==> config.mk <==
export PLATFORM = sky130hd
export DESIGN_NAME = oled_controller_command_and_data_core
export DESIGN_NICKNAME = d
export VERILOG_FILES = /design/src/hw/rtl/occd_pkg.sv /design/src/hw/rtl/occd_front.sv /design/src/hw/rtl/occd_queue.sv /design/src/hw/rtl/occd_back.sv /design/src/hw/rtl/oled_controller_command_and_data_core.sv
export SDC_FILE = /design/constraint.sdc
export NUM_CORES = 1
export LEC_CHECK = 0
export BUFFER_PORTS_ARGS = -buffer_cell sky130_fd_sc_hd__buf_4
export CAP_MARGIN = 10
export CORE_ASPECT_RATIO = 1.1
export CORE_MARGIN = 2
export CORE_UTILIZATION = 45
export CTS_BUF_LIST = sky130_fd_sc_hd__clkbuf_16
export DETAILED_ROUTE_END_ITERATION = 10
export GPL_TIMING_DRIVEN = 0
export PLACE_DENSITY_LB_ADDON = 0.05
export REMOVE_ABC_BUFFERS = 1
export SYNTH_ARGS = -nofsm -noshare
export SYNTH_HDL_FRONTEND = slang
export SYNTH_SLANG_ARGS = --single-unit
==> constraint.sdc <==
create_clock -name clock -period 7.1 [get_ports clock]
set_input_delay 0.71 -clock clock [delete_from_list [all_inputs] [get_ports clock]]
set_output_delay 0.71 -clock clock [all_outputs]
set_load 0.01 [all_outputs]
==> src/hw/rtl/occd_pkg.sv <==
// Shared types and command codes of the OLED command/data core.
// No dependencies.
`default_nettype none
package occd_pkg;

   localparam int FRAME_BYTES = 1024;
   localparam int ADDR_W      = $clog2(FRAME_BYTES);
   localparam int Q_DEPTH     = 2;
   localparam int QPTR_W      = $clog2(Q_DEPTH);
   localparam int QCNT_W      = $clog2(Q_DEPTH + 1);

   localparam logic [7:0] CMD_COL_WINDOW  = 8'h21;
   localparam logic [7:0] CMD_PAGE_WINDOW = 8'h22;
   localparam logic [7:0] CMD_ADDR_MODE   = 8'h20;
   localparam logic [7:0] CMD_CONTRAST    = 8'h81;
   localparam logic [7:0] CMD_CHARGE_PUMP = 8'h8D;
   localparam logic [7:0] CMD_MUX_RATIO   = 8'hA8;
   localparam logic [7:0] CMD_OFFSET      = 8'hD3;
   localparam logic [7:0] CMD_CLOCK_DIV   = 8'hD5;
   localparam logic [7:0] CMD_PRECHARGE   = 8'hD9;
   localparam logic [7:0] CMD_COM_PINS    = 8'hDA;
   localparam logic [7:0] CMD_VCOM_LEVEL  = 8'hDB;
   localparam logic [7:0] CMD_DISPLAY_OFF = 8'hAE;
   localparam logic [7:0] CMD_DISPLAY_ON  = 8'hAF;
   localparam logic [7:0] CMD_COL_LO_MAX  = 8'h0F;
   localparam logic [7:0] CMD_COL_HI_MIN  = 8'h10;
   localparam logic [7:0] CMD_COL_HI_MAX  = 8'h1F;
   localparam logic [7:0] CMD_PAGE_MIN    = 8'hB0;
   localparam logic [7:0] CMD_PAGE_MAX    = 8'hB7;

   localparam logic [6:0] COL_LAST_RESET  = 7'h7F;
   localparam logic [2:0] PAGE_LAST_RESET = 3'h7;

   typedef enum logic [3:0] {
      OP_SKIP,     // chip not selected
      OP_DATA,     // display data byte
      OP_COL_LO,   // low column nibble
      OP_COL_HI,   // high column nibble
      OP_PAGE,     // page select
      OP_WINDOW,   // column or page window, two arguments
      OP_ARG1,     // known command with one argument
      OP_OFF,      // display off
      OP_ON,       // display on
      OP_NOP       // ignored command
   } op_kind_type;

   typedef struct packed {
      op_kind_type kind;
      logic [7:0]  data_byte;
   } op_type;

   typedef struct packed {
      logic full;
      logic empty;
   } q_status_type;

endpackage
`default_nettype wire

==> src/hw/rtl/occd_front.sv <==
// Front end: takes requests and classifies each byte into an operation.
// Depends on occd_pkg.
`default_nettype none
module occd_front (
   input  wire                   req_valid,
   output logic                  req_ready,
   input  wire  [7:0]            req_spi_byte,
   input  wire                   req_is_data,
   input  wire                   req_chip_select_n,
   input  occd_pkg::q_status_type q_status,
   output logic                  push,
   output occd_pkg::op_type      push_op
);
   import occd_pkg::*;

   assign req_ready = !q_status.full;
   assign push      = req_valid && req_ready;

   always_comb begin
      push_op.data_byte = req_spi_byte;
      if (req_chip_select_n) begin
         push_op.kind = OP_SKIP;
      end else if (req_is_data) begin
         push_op.kind = OP_DATA;
      end else begin
         unique case (req_spi_byte) inside
            [8'h00:CMD_COL_LO_MAX]:          push_op.kind = OP_COL_LO;
            [CMD_COL_HI_MIN:CMD_COL_HI_MAX]: push_op.kind = OP_COL_HI;
            [CMD_PAGE_MIN:CMD_PAGE_MAX]:     push_op.kind = OP_PAGE;
            CMD_COL_WINDOW, CMD_PAGE_WINDOW: push_op.kind = OP_WINDOW;
            CMD_ADDR_MODE, CMD_CONTRAST, CMD_CHARGE_PUMP, CMD_MUX_RATIO,
            CMD_OFFSET, CMD_CLOCK_DIV, CMD_PRECHARGE, CMD_COM_PINS,
            CMD_VCOM_LEVEL:                  push_op.kind = OP_ARG1;
            CMD_DISPLAY_OFF:                 push_op.kind = OP_OFF;
            CMD_DISPLAY_ON:                  push_op.kind = OP_ON;
            default:                         push_op.kind = OP_NOP;
         endcase
      end
   end

endmodule
`default_nettype wire

==> src/hw/rtl/occd_queue.sv <==
// Two-entry operation queue between front and back end.
// Depends on occd_pkg.
`default_nettype none
module occd_queue (
   input  wire                    clock,
   input  wire                    reset,
   input  wire                    push,
   input  occd_pkg::op_type       push_op,
   input  wire                    pop,
   output occd_pkg::op_type       pop_op,
   output occd_pkg::q_status_type q_status
);
   import occd_pkg::*;

   op_type              entries_ff [Q_DEPTH];
   logic [QPTR_W-1:0]   wr_ptr_ff, wr_ptr_in;
   logic [QPTR_W-1:0]   rd_ptr_ff, rd_ptr_in;
   logic [QCNT_W-1:0]   count_ff, count_in;

   assign q_status.full  = (count_ff == QCNT_W'(Q_DEPTH));
   assign q_status.empty = (count_ff == '0);
   assign pop_op         = entries_ff[rd_ptr_ff];

   always_comb begin
      wr_ptr_in = push ? wr_ptr_ff + 1'b1 : wr_ptr_ff;
      rd_ptr_in = pop  ? rd_ptr_ff + 1'b1 : rd_ptr_ff;
      count_in  = count_ff + QCNT_W'(push) - QCNT_W'(pop);
   end

   always_ff @(posedge clock) begin
      if (reset) begin
         wr_ptr_ff <= '0;
         rd_ptr_ff <= '0;
         count_ff  <= '0;
      end else begin
         wr_ptr_ff <= wr_ptr_in;
         rd_ptr_ff <= rd_ptr_in;
         count_ff  <= count_in;
      end
   end

   always_ff @(posedge clock) begin
      if (push) begin
         entries_ff[wr_ptr_ff] <= push_op;
      end
   end

endmodule
`default_nettype wire

==> src/hw/rtl/occd_back.sv <==
// Back end: executes operations on the pointer/window state, drives the result register.
// Depends on occd_pkg.
`default_nettype none
module occd_back (
   input  wire                           clock,
   input  wire                           reset,
   input  occd_pkg::q_status_type        q_status,
   input  occd_pkg::op_type              pop_op,
   output logic                          pop,
   output logic                          rsp_valid,
   input  wire                           rsp_ready,
   output logic                          rsp_fb_write,
   output logic [occd_pkg::ADDR_W-1:0]   rsp_fb_address,
   output logic [7:0]                    rsp_fb_data,
   output logic                          rsp_frame_done,
   output logic                          rsp_panel_on
);
   import occd_pkg::*;

   logic [7:0] col_ff, col_in;
   logic [2:0] page_ff, page_in;
   logic [6:0] col_first_ff, col_first_in;
   logic [6:0] col_last_ff, col_last_in;
   logic [2:0] page_first_ff, page_first_in;
   logic [2:0] page_last_ff, page_last_in;
   logic [7:0] held_ff, held_in;
   logic [1:0] args_left_ff, args_left_in;
   logic [1:0] arg_idx_ff, arg_idx_in;
   logic       panel_ff, panel_in;

   logic              valid_ff, valid_in;
   logic              wr_ff, wr_in;
   logic [ADDR_W-1:0] addr_ff, addr_in;
   logic [7:0]        data_ff, data_in;
   logic              done_ff, done_in;

   logic [7:0] col_inc;
   logic [7:0] b;

   assign pop = !q_status.empty && (!valid_ff || rsp_ready);
   assign b   = pop_op.data_byte;

   always_comb begin
      col_in        = col_ff;
      page_in       = page_ff;
      col_first_in  = col_first_ff;
      col_last_in   = col_last_ff;
      page_first_in = page_first_ff;
      page_last_in  = page_last_ff;
      held_in       = held_ff;
      args_left_in  = args_left_ff;
      arg_idx_in    = arg_idx_ff;
      panel_in      = panel_ff;
      wr_in         = 1'b0;
      addr_in       = '0;
      data_in       = '0;
      done_in       = 1'b0;
      col_inc       = col_ff + 8'd1;

      if (pop_op.kind == OP_DATA) begin
         if (!col_ff[7]) begin
            wr_in   = 1'b1;
            addr_in = {page_ff, col_ff[6:0]};
            data_in = b;
         end
         col_in = col_inc;
         if (col_inc > {1'b0, col_last_ff}) begin
            col_in = {1'b0, col_first_ff};
            if (page_ff >= page_last_ff) begin
               page_in = page_first_ff;
               done_in = 1'b1;
            end else begin
               page_in = page_ff + 3'd1;
            end
         end
      end else if (pop_op.kind != OP_SKIP && args_left_ff != 2'd0) begin
         // any command byte is an argument while arguments are pending
         args_left_in = args_left_ff - 2'd1;
         if (held_ff == CMD_COL_WINDOW) begin
            if (arg_idx_ff == 2'd0) begin
               col_first_in = b[6:0];
               col_in       = {1'b0, b[6:0]};
            end else begin
               col_last_in = b[6:0];
            end
            arg_idx_in = arg_idx_ff + 2'd1;
         end else if (held_ff == CMD_PAGE_WINDOW) begin
            if (arg_idx_ff == 2'd0) begin
               page_first_in = b[2:0];
               page_in       = b[2:0];
            end else begin
               page_last_in = b[2:0];
            end
            arg_idx_in = arg_idx_ff + 2'd1;
         end
      end else begin
         unique case (pop_op.kind)
            OP_COL_LO: col_in  = {col_ff[7:4], b[3:0]};
            OP_COL_HI: col_in  = {b[3:0], col_ff[3:0]};
            OP_PAGE:   page_in = b[2:0];
            OP_WINDOW: begin
               held_in      = b;
               args_left_in = 2'd2;
               arg_idx_in   = 2'd0;
            end
            OP_ARG1: begin
               held_in      = b;
               args_left_in = 2'd1;
               arg_idx_in   = 2'd0;
            end
            OP_OFF:    panel_in = 1'b0;
            OP_ON:     panel_in = 1'b1;
            default:   ;
         endcase
      end

      if (pop) begin
         valid_in = 1'b1;
      end else if (rsp_ready) begin
         valid_in = 1'b0;
      end else begin
         valid_in = valid_ff;
      end
   end

   always_ff @(posedge clock) begin
      if (reset) begin
         col_ff        <= '0;
         page_ff       <= '0;
         col_first_ff  <= '0;
         col_last_ff   <= COL_LAST_RESET;
         page_first_ff <= '0;
         page_last_ff  <= PAGE_LAST_RESET;
         held_ff       <= '0;
         args_left_ff  <= '0;
         arg_idx_ff    <= '0;
         panel_ff      <= 1'b0;
         valid_ff      <= 1'b0;
      end else begin
         valid_ff <= valid_in;
         if (pop) begin
            col_ff        <= col_in;
            page_ff       <= page_in;
            col_first_ff  <= col_first_in;
            col_last_ff   <= col_last_in;
            page_first_ff <= page_first_in;
            page_last_ff  <= page_last_in;
            held_ff       <= held_in;
            args_left_ff  <= args_left_in;
            arg_idx_ff    <= arg_idx_in;
            panel_ff      <= panel_in;
         end
      end
   end

   // result payload, no reset needed
   always_ff @(posedge clock) begin
      if (pop) begin
         wr_ff   <= wr_in;
         addr_ff <= addr_in;
         data_ff <= data_in;
         done_ff <= done_in;
      end
   end

   assign rsp_valid      = valid_ff;
   assign rsp_fb_write   = wr_ff;
   assign rsp_fb_address = addr_ff;
   assign rsp_fb_data    = data_ff;
   assign rsp_frame_done = done_ff;
   // panel flag after this byte; the state only moves on a pop
   assign rsp_panel_on   = panel_ff;

endmodule
`default_nettype wire

==> src/hw/rtl/oled_controller_command_and_data_core.sv <==
// OLED command/data core top level: front decoder, two-entry queue, back executor.
// Depends on occd_pkg, occd_front, occd_queue, occd_back.
// Path: an accepted request is queued, then popped by the back end into the response register.
// Throughput: one request per cycle while the response channel is not stalled.
// Reset: synchronous; window is full screen, pointers zero, display off, queue empty.
`default_nettype none
module oled_controller_command_and_data_core (
   input  wire                          clock,
   input  wire                          reset,
   // request channel
   input  wire                          req_valid,
   output logic                         req_ready,
   input  wire  [7:0]                   req_spi_byte,
   input  wire                          req_is_data,
   input  wire                          req_chip_select_n,
   // response channel
   output logic                         rsp_valid,
   input  wire                          rsp_ready,
   output logic                         rsp_fb_write,
   output logic [occd_pkg::ADDR_W-1:0]  rsp_fb_address,
   output logic [7:0]                   rsp_fb_data,
   output logic                         rsp_frame_done,
   output logic                         rsp_panel_on
);
   import occd_pkg::*;

   q_status_type q_status;
   logic         push;
   logic         pop;
   op_type       push_op;
   op_type       pop_op;

   // Front: classifies each request by byte value alone; whether a command
   // byte is really an argument is decided in the back end, which owns the
   // pending-argument count.
   occd_front u_front (
      .req_valid         (req_valid),
      .req_ready         (req_ready),
      .req_spi_byte      (req_spi_byte),
      .req_is_data       (req_is_data),
      .req_chip_select_n (req_chip_select_n),
      .q_status          (q_status),
      .push              (push),
      .push_op           (push_op)
   );

   // Queue: two entries let the front take one more request
   // while the response register is stalled.
   occd_queue u_queue (
      .clock    (clock),
      .reset    (reset),
      .push     (push),
      .push_op  (push_op),
      .pop      (pop),
      .pop_op   (pop_op),
      .q_status (q_status)
   );

   // Back: pointer, window and argument state; one operation per cycle
   // into the response register while it is not stalled.
   occd_back u_back (
      .clock          (clock),
      .reset          (reset),
      .q_status       (q_status),
      .pop_op         (pop_op),
      .pop            (pop),
      .rsp_valid      (rsp_valid),
      .rsp_ready      (rsp_ready),
      .rsp_fb_write   (rsp_fb_write),
      .rsp_fb_address (rsp_fb_address),
      .rsp_fb_data    (rsp_fb_data),
      .rsp_frame_done (rsp_frame_done),
      .rsp_panel_on   (rsp_panel_on)
   );

endmodule
`default_nettype wire

==> flow_summary.yaml, run 1 <==
run_status:
  status: "completed"
cts:
  post_cts_resized: 0
  path_clk_slew_ns: 0.06
  numCtsBuffers: 9
  h-tree-depth: 3
  clockRootBuffer: "clkbuf_16"
  clk_latency_ns: 0.34
  clock_sinks: 94
  cts-hold-fix-buffers: 0
  cts.path.max_buffers: 2
  cts_tree: "done"
  post-cts-setup-buffers: 0
critical_path:
  crit_type: "flop to flop"
  worst-path-max-fanout: 25
  cp.arrival_ns: 3.60
  endpoint: "u_back.page_ff[2]"
  crit_path_max_incr_delay_ns: 1.00
  reg2reg_to: "u_back.page_ff[2]"
  cp_slowest_cell: "dfxtp_1"
  critPathCaptureType: "flop"
  worstPathCellList: "nor3b_1 > o211ai_1 > nor4_1 > o21ai_0 > a21oi_1"
  r2r_slack_ns: 3.77
  reg2reg_depth: 5
  crit_path_start_kind: "flop"
  worstPathRequired_ns: 7.37
global_route:
  grt_pass1_wl_mm: 16.8
  grt_pass1_vias: 3350
  overflow: 0
  grt_usage_pct: 19.0
  grt_max_degree: 54
  grt_antenna_before_repair: 0
final_layout:
  fin_nets: 533
  diodes: 0
  final_area_um2: 5370
  syn2layout_area_growth_pct: 13.4
  fillerInstances: 954
  final_util_pct: 52.2
  drive_above_1_share_pct: 12.0
  fin_cells: 651
synthesis:
  synth.yosys.seq_area_share_pct: 49.0
  synth_top_area_cell: "edfxtp_1"
  synth_area_per_cell_um2: 9.91
  synth.most_common_cell: "nor2_1"
  ys_seq_elements: 94
  synthArstFlopShare_pct: 0
  synth_area_leaders: "edfxtp_1, dfxtp_1, mux2i_1"
  synthesis.instances: 478
  synthesis.area_um2: 4740
  synth.top_cell.area_share_pct: 27.9
  synth_cell_type_count: 57
  synthFlopType: "dfxtp_1"
  synth_edf_count: 44
  synthTopCellsByCount: "nor2_1, dfxtp_1, edfxtp_1, mux2i_1, inv_1"
  yosysWarnings: 0
floorplan:
  die_area_um2: 11400
  io_pins: 37
  start_util_pct: 46.0
  rows: 39
  fp.dieH_um: 112
  core_um2: 10300
  die_width_um: 102
route:
  dr_total_vias: 3527
  via_per_inst: 5.42
  routed_wl_mm: 9.98
  wl_per_cell_um: 15.3
  drc_errors: 0
  detail_route.iter0.violations: 149
  first_pass_iters: 4
  ant_nets: 0
power:
  pwr-share-comb_pct: 29.9
  p_switching_uw: 567
  p_int_mw: 1.12
  clock_power_share_pct: 25.8
  switching_share_pct: 33.6
  finalPower_mw: 1.69
  ir_drop_v: 0.000245
  p_leak_nw: 2.20
  pwr-share-seq_pct: 44.3
  p_per_area_nw_per_um2: 314
placement:
  placed_area_um2: 5100
  placed_cells: 635
  place_hpwl_mm: 7.15
  pre_cts_ws_ns: 3.46
  io_buffers: 36
  gp_congestion: 0.803
sta:
  worst_hold_slack_ns: 0.462
  setup_viol: 0
  fin_setup_tns_ns: 0
  slew_violations: 0
  clock-skew-final_ns: 0.00833
  rsz0062_at_grt: "no"
  slew_headroom_pct: 23.2
  fin_crit_sh_pct: 46.9
  period_minus_slack_ns: 3.33
  worstMarginPinSlew_ns: 1.15
  max_freq_mhz: 300
  setup_slack_ns: 3.77
  hold_viol_final: 0
min_path:
  hp-class: "flop to flop"
job:
  max-cap-violations: 0
[cell type report]
| cell class | instances | area, um2 | area share (%) |
|---|---|---|---|
| clock buffers | 9 | 225 | 4.19 |
| multi-input cells | 337 | 2230 | 41.6 |
| clock inverters | 7 | 41.3 | 0.769 |
| well taps | 143 | 179 | 3.33 |
| inverters | 24 | 90.1 | 1.68 |
| flip-flops and latches | 94 | 2320 | 43.2 |
| repair buffers | 37 | 278 | 5.17 |
[metal layers]
metal / routed length, um / GRT usage (%)
met1: 4550 / 24.5
met2: 4990 / 31.7
met3: 341 / 4.27
met4: 95 / 5.42
met5: 0 / 0
[critical path, delay by kind of cell, from the launching register on]
kind / cells / cell delay (ns)
AO/OA/AOI/OAI: 3 / 0.81
flip-flops: 1 / 1.00
AND/OR/NAND/NOR: 2 / 1.43
[cells in the final DEF (no fill, tap or decap), types with 6 or more instances in the layout]
cell,n
and2_1,9
buf_4,37
nand2_1,19
nand2b_1,9
inv_1,25
and3_1,9
nor3_1,13
edfxtp_1,44
a211oi_1,9
a211o_1,10
a21oi_1,19
xor2_1,7
o211ai_1,9
ha_1,16
dfxtp_1,50
clkbuf_16,9
mux2i_1,26
o21ai_0,11
xnor2_1,9
o22ai_1,10
nand3_1,9
nor2b_1,6
nor2_1,68
or3_1,6
[cell families (layout without fill, tap and decap cells)]
| family | after synthesis | count (layout) | share of synthesized area [%] |
|---|---|---|---|
| AND/OR/NAND/NOR | 183 | 183 | 20.2 |
| multiplexers | 31 | 31 | 6.68 |
| AO/OA/AOI/OAI | 90 | 90 | 12.9 |
| buffers and inverters | 47 | 77 | 3.78 |
| XOR/XNOR | 16 | 16 | 2.96 |
| flip-flops | 94 | 94 | 49.0 |
| adder cells (fa/ha/maj) | 17 | 17 | 4.44 |
[sequential cells by signal, indices dropped and copies added, names as in the netlist, named ones only]
name,flops
u_back.rsp_frame_done,1
u_back.rsp_valid,1
u_back.rsp_fb_address,10
u_back.page_first_ff,3
u_back.rsp_fb_write,1
u_queue.count_ff,2
u_back.arg_idx_ff,2
u_back.page_last_ff,3
u_queue.entries_ff,24
u_queue.wr_ptr_ff,1
u_back.col_first_ff,7
u_back.rsp_fb_data,8
u_back.rsp_panel_on,1
u_back.args_left_ff,2
u_back.col_last_ff,7
u_queue.rd_ptr_ff,1
u_back.page_ff,3
u_back.held_ff,8
u_back.col_ff,8
[power by group through the flow]
stage	clock [mW]	sequential, mW	combinational, mW
after floorplan	0	0.772	0.295
after global placement	0	0.757	0.505
after detailed placement	0	0.761	0.509
after CTS	0.448	0.749	0.512
after global routing	0.475	0.761	0.565
final	0.436	0.748	0.505
[worst min path at each step]
stage | from | cells after the start | slack [ns] | end
floorplan | u_back.col_last_ff[1] | 1 | 0.44 | u_back.col_last_ff[1]
global placement | u_back.col_last_ff[3] | 1 | 0.45 | u_back.col_last_ff[3]
detailed placement | u_back.col_last_ff[4] | 1 | 0.45 | u_back.col_last_ff[4]
CTS | u_back.col_last_ff[4] | 1 | 0.47 | u_back.col_last_ff[4]
global route | u_back.col_last_ff[5] | 1 | 0.49 | u_back.col_last_ff[5]
finish | u_back.col_last_ff[4] | 1 | 0.46 | u_back.col_last_ff[4]
No activity file was read; power rests on OpenSTA's default activity.
==> inputs of run 2 (changes only) <==
Settings changed: ABC_AREA set to 1.
Clock period 7.1 ns to 2.9 ns, I/O delays scaled along.
==> flow_summary.yaml, run 2 <==
power:
  ir_drop_v: 0.000400
  pwr-share-seq_pct: 35.0
  p_switching_mw: 2.11
  clock_power_share_pct: 25.5
  switching_share_pct: 38.0
  p_int_mw: 3.45
  p_per_area_nw_per_um2: 986
  p_leak_nw: 2.51
  pwr-share-comb_pct: 39.6
sta:
  rsz0062_at_grt: "no"
  setup_viol: 0
  max_freq_mhz: 387
  period_minus_slack_ns: 2.58
  slew_headroom_pct: 27.7
  fin_setup_tns_ns: 0
  worst_hold_slack_ns: 0.153
  worstMarginPinSlew_ns: 1.08
  hold_viol_final: 0
  fin_crit_sh_pct: 89.1
  slew_violations: 0
  clock-skew-final_ns: 0.00651
min_path:
  worstHoldPathCells: 1
  hold_end: "u_queue.entries_ff[0][4]"
  hp-class: "input port to flop"
  hold_path.startpoint: "req_spi_byte[4]"
floorplan:
  fp.dieH_um: 113
  io_pins: 37
  die_width_um: 103
  start_util_pct: 46.2
  core_um2: 10400
  die_area_um2: 11600
  rows: 39
final_layout:
  final_common_cell: "nand2_1"
  syn2layout_area_growth_pct: 16.8
  largest_reg_flops: 24
  drive_above_1_share_pct: 17.5
  fillerInstances: 1029
  final_util_pct: 54.0
  final_cell_mix: "nand2_1, inv_1, nor2_1"
  regMostFlops: "u_queue.entries_ff"
  multi_input_area_um2: 2100
  diodes: 0
  fin_nets: 653
  ff_latch_area_um2: 2320
route:
  first_pass_iters: 4
  drc_errors: 0
  wl_per_cell_um: 13.6
  detail_route.iter0.violations: 163
  via_per_inst: 4.92
  ant_nets: 0
  dr_total_vias: 3792
  routed_wl_mm: 10.5
critical_path:
  reg2reg_depth: 15
  worstPathRequired_ns: 3.14
  critPathCaptureType: "flop"
  reg2reg_from: "u_back.col_ff[2]"
  worst-path-max-fanout: 6
  crit_path_start_kind: "flop"
  reg2reg_to: "u_back.page_ff[2]"
  cp.arrival_ns: 2.82
  r2r_slack_ns: 0.32
  crit_type: "flop to flop"
  crit_start: "u_back.col_ff[2]"
synthesis:
  synthTopCellsByCount: "nand2_1, inv_1, nor2_1, dfxtp_1, a21oi_1"
  synthArstFlopShare_pct: 0
  synth.yosys.seq_area_share_pct: 48.1
  synth_area_leaders: "edfxtp_1, dfxtp_1, nand2_1"
  ys_seq_elements: 94
  synth_edf_count: 44
  synthesis.area_um2: 4830
  synth_cell_type_count: 38
  synth_top_area_cell: "edfxtp_1"
  synth_area_per_cell_um2: 8.27
  synth.top_cell.area_share_pct: 27.4
  synthFlopType: "dfxtp_1"
  synth.most_common_cell: "nand2_1"
  yosysWarnings: 0
  synthesis.instances: 584
cts:
  cts-hold-fix-buffers: 0
  numCtsBuffers: 9
  cts_tree: "done"
  clock_sinks: 94
  h-tree-depth: 3
  clk_latency_ns: 0.34
  clockRootBuffer: "clkbuf_16"
  path_clk_slew_ns: 0.06
  cts.path.max_buffers: 2
global_route:
  grt_max_degree: 40
  grt_pass1_vias: 3599
  overflow: 0
  grt_antenna_before_repair: 0
  grt_pass1_wl_mm: 17.5
  grt_usage_pct: 19.5
placement:
  gp_congestion: 0.853
  place_hpwl_mm: 7.48
  io_buffers: 36
job:
  max-cap-violations: 0
run_status:
  status: "completed"
run 2: logic make-up (layout without fill, tap and decap cells):
logic type                 after synthesis  after routing  share of synthesized area (%)
xor gates and xnor gates                 7              7                           1.27
buffers and inverters                  103            147                           8.71
and+or+nand+nor                        251            251                           24.9
AOI/OAI and AO/OA                      113            113                           12.9
adders and majority gates               16             16                           4.15
DFF                                     94             94                           48.1
run 2: critical path: stages (launching register included):
cell and delay [ns]:
dfxtp_1 0.38, nand3_1 0.18, nor2_1 0.19, xor2_1 0.23
inv_1 0.07, ha_1 0.30, a21oi_1 0.14, nor2_1 0.05
nor2_1 0.16, nand2_1 0.08, nand2_1 0.14, nand2_4 0.09
nand2_1 0.13, nand2_2 0.11, a21oi_1 0.16, nor2_1 0.06
run 2: worst max path at each step:
stage                                endpoint  slack (ns)  cells past startpoint
after floorplan           u_queue.count_ff[1]        0.55                     11
final                       u_back.page_ff[2]        0.32                     15
after CTS                 u_queue.count_ff[1]        0.04                      8
after detailed placement    u_back.page_ff[2]       -0.02                     17
after global routing        u_back.page_ff[2]        0.02                     15
after global placement      u_back.page_ff[2]       -0.01                     17
run 2: final cells by class:
cell class / instances / share of cell area [%]
Clock buffer: 9 / 3.99
Clock inverter: 7 / 2.42
Inverter: 90 / 6.10
Multi-Input combinational cell: 387 / 37.1
Sequential cell: 94 / 41.2
Tap cell: 143 / 3.17
Timing Repair Buffer: 40 / 5.90
Timing Repair inverter: 1 / 0.0887
run 2: metal layers:
metal / part of all wire, % / GRT usage [%] / vias up
met4: 2.1 / 8.25 / 0
met5: 0 / 0 / -
met2: 51 / 33.8 / 63
met1: 44 / 24.4 / 1726
met3: 2.8 / 2.30 / 14
li1: - / - / 1989
run 2: power groups by stage:
stage | Sequential, mW | Combinational, mW | Clock, mW
2_1_floorplan | 2.00 | 1.43 | 0
4_1_cts | 1.95 | 2.13 | 1.44
3_5_place_dp | 1.98 | 2.11 | 0
5_1_grt | 1.99 | 2.50 | 1.51
3_3_place_gp | 1.97 | 2.08 | 0
6_report | 1.94 | 2.20 | 1.42
run 2: what timing repair did:
item | in CTS | in global routing
buffers inserted | 0 | 3
gates resized for setup | 1 | 5
cloned | 0 | 1
endpoints found under the setup margin | 3 | 12
hold endpoints to repair | 0 | 0
run 2: stage by stage:
step | instance area, um2 | power (mW) | setup WS (ns) | std cells
floorplan | 4750 | 3.43 | 0.551 | 571
global placement | 5200 | 4.05 | -0.0115 | 750
detailed placement | 5200 | 4.09 | -0.0162 | 750
CTS | 5560 | 5.52 | 0.0369 | 766
global route | 5640 | 6.00 | 0.0210 | 771
finish | 5640 | 5.56 | 0.316 | 771
==> inputs of run 3 (changes only) <==
Settings changed: SYNTH_HIERARCHICAL set to 1.
==> flow_summary.yaml, run 3 <==
route:
  wl_per_cell_um: 13.0
  routed_wl_mm: 9.98
  via_per_inst: 5.00
  ant_nets: 0
  drc_errors: 0
  first_pass_iters: 6
  dr_total_vias: 3839
  detail_route.iter0.violations: 174
synthesis:
  synthArstFlopShare_pct: 0
  synthFlopType: "dfxtp_1"
  synthesis.area_um2: 4950
  synth.top_cell.area_share_pct: 26.7
  yosysWarnings: 6
  synth_area_per_cell_um2: 8.41
  synth_edf_count: 44
  synthesis.instances: 589
  synth.most_common_cell: "inv_1"
  synth_area_leaders: "edfxtp_1, dfxtp_1, inv_1"
  synthTopCellsByCount: "inv_1, nand2_1, nor2_1, dfxtp_1, edfxtp_1"
  synth_top_area_cell: "edfxtp_1"
  synth.yosys.seq_area_share_pct: 46.9
  synth_cell_type_count: 39
  ys_seq_elements: 94
cts:
  clk_latency_ns: 0.34
  clock_sinks: 94
  numCtsBuffers: 9
  cts_tree: "done"
  clockRootBuffer: "clkbuf_16"
  h-tree-depth: 3
  path_clk_slew_ns: 0.06
  cts-hold-fix-buffers: 0
  cts.path.max_buffers: 2
power:
  clock_power_share_pct: 21.6
  pwr-share-comb_pct: 38.1
  ir_drop_v: 0.000306
  p_switching_mw: 1.76
  switching_share_pct: 37.4
  p_leak_nw: 2.51
  p_int_mw: 2.95
  pwr-share-seq_pct: 40.3
  p_per_area_nw_per_um2: 853
critical_path:
  critPathCaptureType: "flop"
  crit_type: "flop to flop"
  cp.arrival_ns: 2.85
  worst-path-max-fanout: 21
  worstPathRequired_ns: 3.14
  crit_path_start_kind: "flop"
sta:
  max_freq_mhz: 383
  hold_viol_final: 0
  fin_setup_tns_ns: 0
  worstMarginPinSlew_ns: 1.05
  slew_violations: 0
  slew_headroom_pct: 30.0
  fin_crit_sh_pct: 90.0
  setup_viol: 0
  clock-skew-final_ns: 0.00564
  rsz0062_at_grt: "no"
  period_minus_slack_ns: 2.61
placement:
  placed_area_um2: 5270
  place_hpwl_mm: 7.38
  io_buffers: 36
  gp_congestion: 0.845
final_layout:
  regMostFlops: "u_queue/entries_ff"
  syn2layout_area_growth_pct: 11.7
  final_area_um2: 5530
  drive_above_1_share_pct: 15.9
  fin_nets: 646
  largest_reg_flops: 24
  final_cell_mix: "inv_1, nand2_1, nor2_1"
  diodes: 0
  final_common_cell: "inv_1"
min_path:
  hp-class: "input port to flop"
global_route:
  grt_pass1_vias: 3647
  overflow: 0
  grt_pass1_wl_mm: 16.9
  grt_max_degree: 35
  grt_usage_pct: 18.0
  grt_antenna_before_repair: 0
floorplan:
  rows: 40
  start_util_pct: 45.8
  core_um2: 10800
  fp.dieH_um: 114
  die_width_um: 104
  io_pins: 37
  die_area_um2: 11900
job:
  max-cap-violations: 0
run_status:
  status: "completed"
-- run 3: stage by stage --
stage	worst slack (ns)	instances	utilization [%]	power (mW)	hold WS (ns)
2_1_floorplan	0.627	569	-	3.17	0.359
3_3_place_gp	0.0804	752	48.8	3.70	0.438
3_5_place_dp	0.0676	752	48.8	3.73	0.441
4_1_cts	0.0453	768	51.1	4.77	0.152
5_1_grt	0.100	768	51.2	5.08	0.165
6_report	0.290	768	51.2	4.72	0.162
-- run 3: worst max-delay path, cell delays in order, from the launching register on --
cell and delay (ns):
dfxtp_2 0.57, mux2_4 0.36, nor2_4 0.17, nand3_2 0.21, inv_2 0.36, nor2_4 0.08
nand2_1 0.14, nand3_2 0.21, nor2_1 0.21, nand3_1 0.10, nand2_1 0.06, inv_1 0.03
-- run 3: layout make-up --
cell class,count,area [um2]
fill,1059,5280
sequential,94,2320
multi-input combinational,367,2100
inverter,108,405
timing repair buffer,36,270
clock buffer,9,225
tap,147,184
clock inverter,7,27.5
-- run 3: cell families (layout without fill, tap and decap cells) --
family	Yosys count	count (layout)	synth area share [%]
AND/OR/NAND/NOR	245	245	23.2
buffers and inverters	128	160	10.9
flip-flops	94	94	46.9
AO/OA/AOI/OAI	89	89	10.7
adder cells (fa/ha/maj)	16	16	4.04
multiplexers	12	12	3.48
XOR/XNOR	5	5	0.884
-- run 3: power by group through the flow --
stage,sequential [mW],combinational (mW),clock [mW]
after floorplan,1.96,1.21,0
after global routing,1.94,2.03,1.11
after CTS,1.90,1.82,1.05
final,1.90,1.80,1.02
after global placement,1.92,1.77,0
after detailed placement,1.93,1.80,0
-- run 3: timing repair --
item,4_1_cts,5_1_grt
setup endpoints to repair,0,26
buffers inserted,0,0
gates resized for setup,0,3
-- run 3: path summary, 6_finish.rpt --
check	from	endpoint	slack, ns	cells past startpoint
worst max-delay path	flop	u_back/col_ff[2]	0.29	11
worst min register to register	u_back/held_ff[5]	u_back/held_ff[5]	0.44	2
worst min-delay path	req_spi_byte[4]	u_queue/entries_ff[0][4]	0.16	1
worst max register to register	flop	u_back/col_ff[2]	0.29	11
-- run 3: metal layers --
metal / part of all wire [%] / vias up / GRT usage (%)
li1: - / 1979 / -
met1: 43 / 1790 / 21.0
met2: 53 / 61 / 33.5
met3: 2.6 / 9 / 2.05
met4: 1.4 / 0 / 8.02
met5: 0 / - / 0
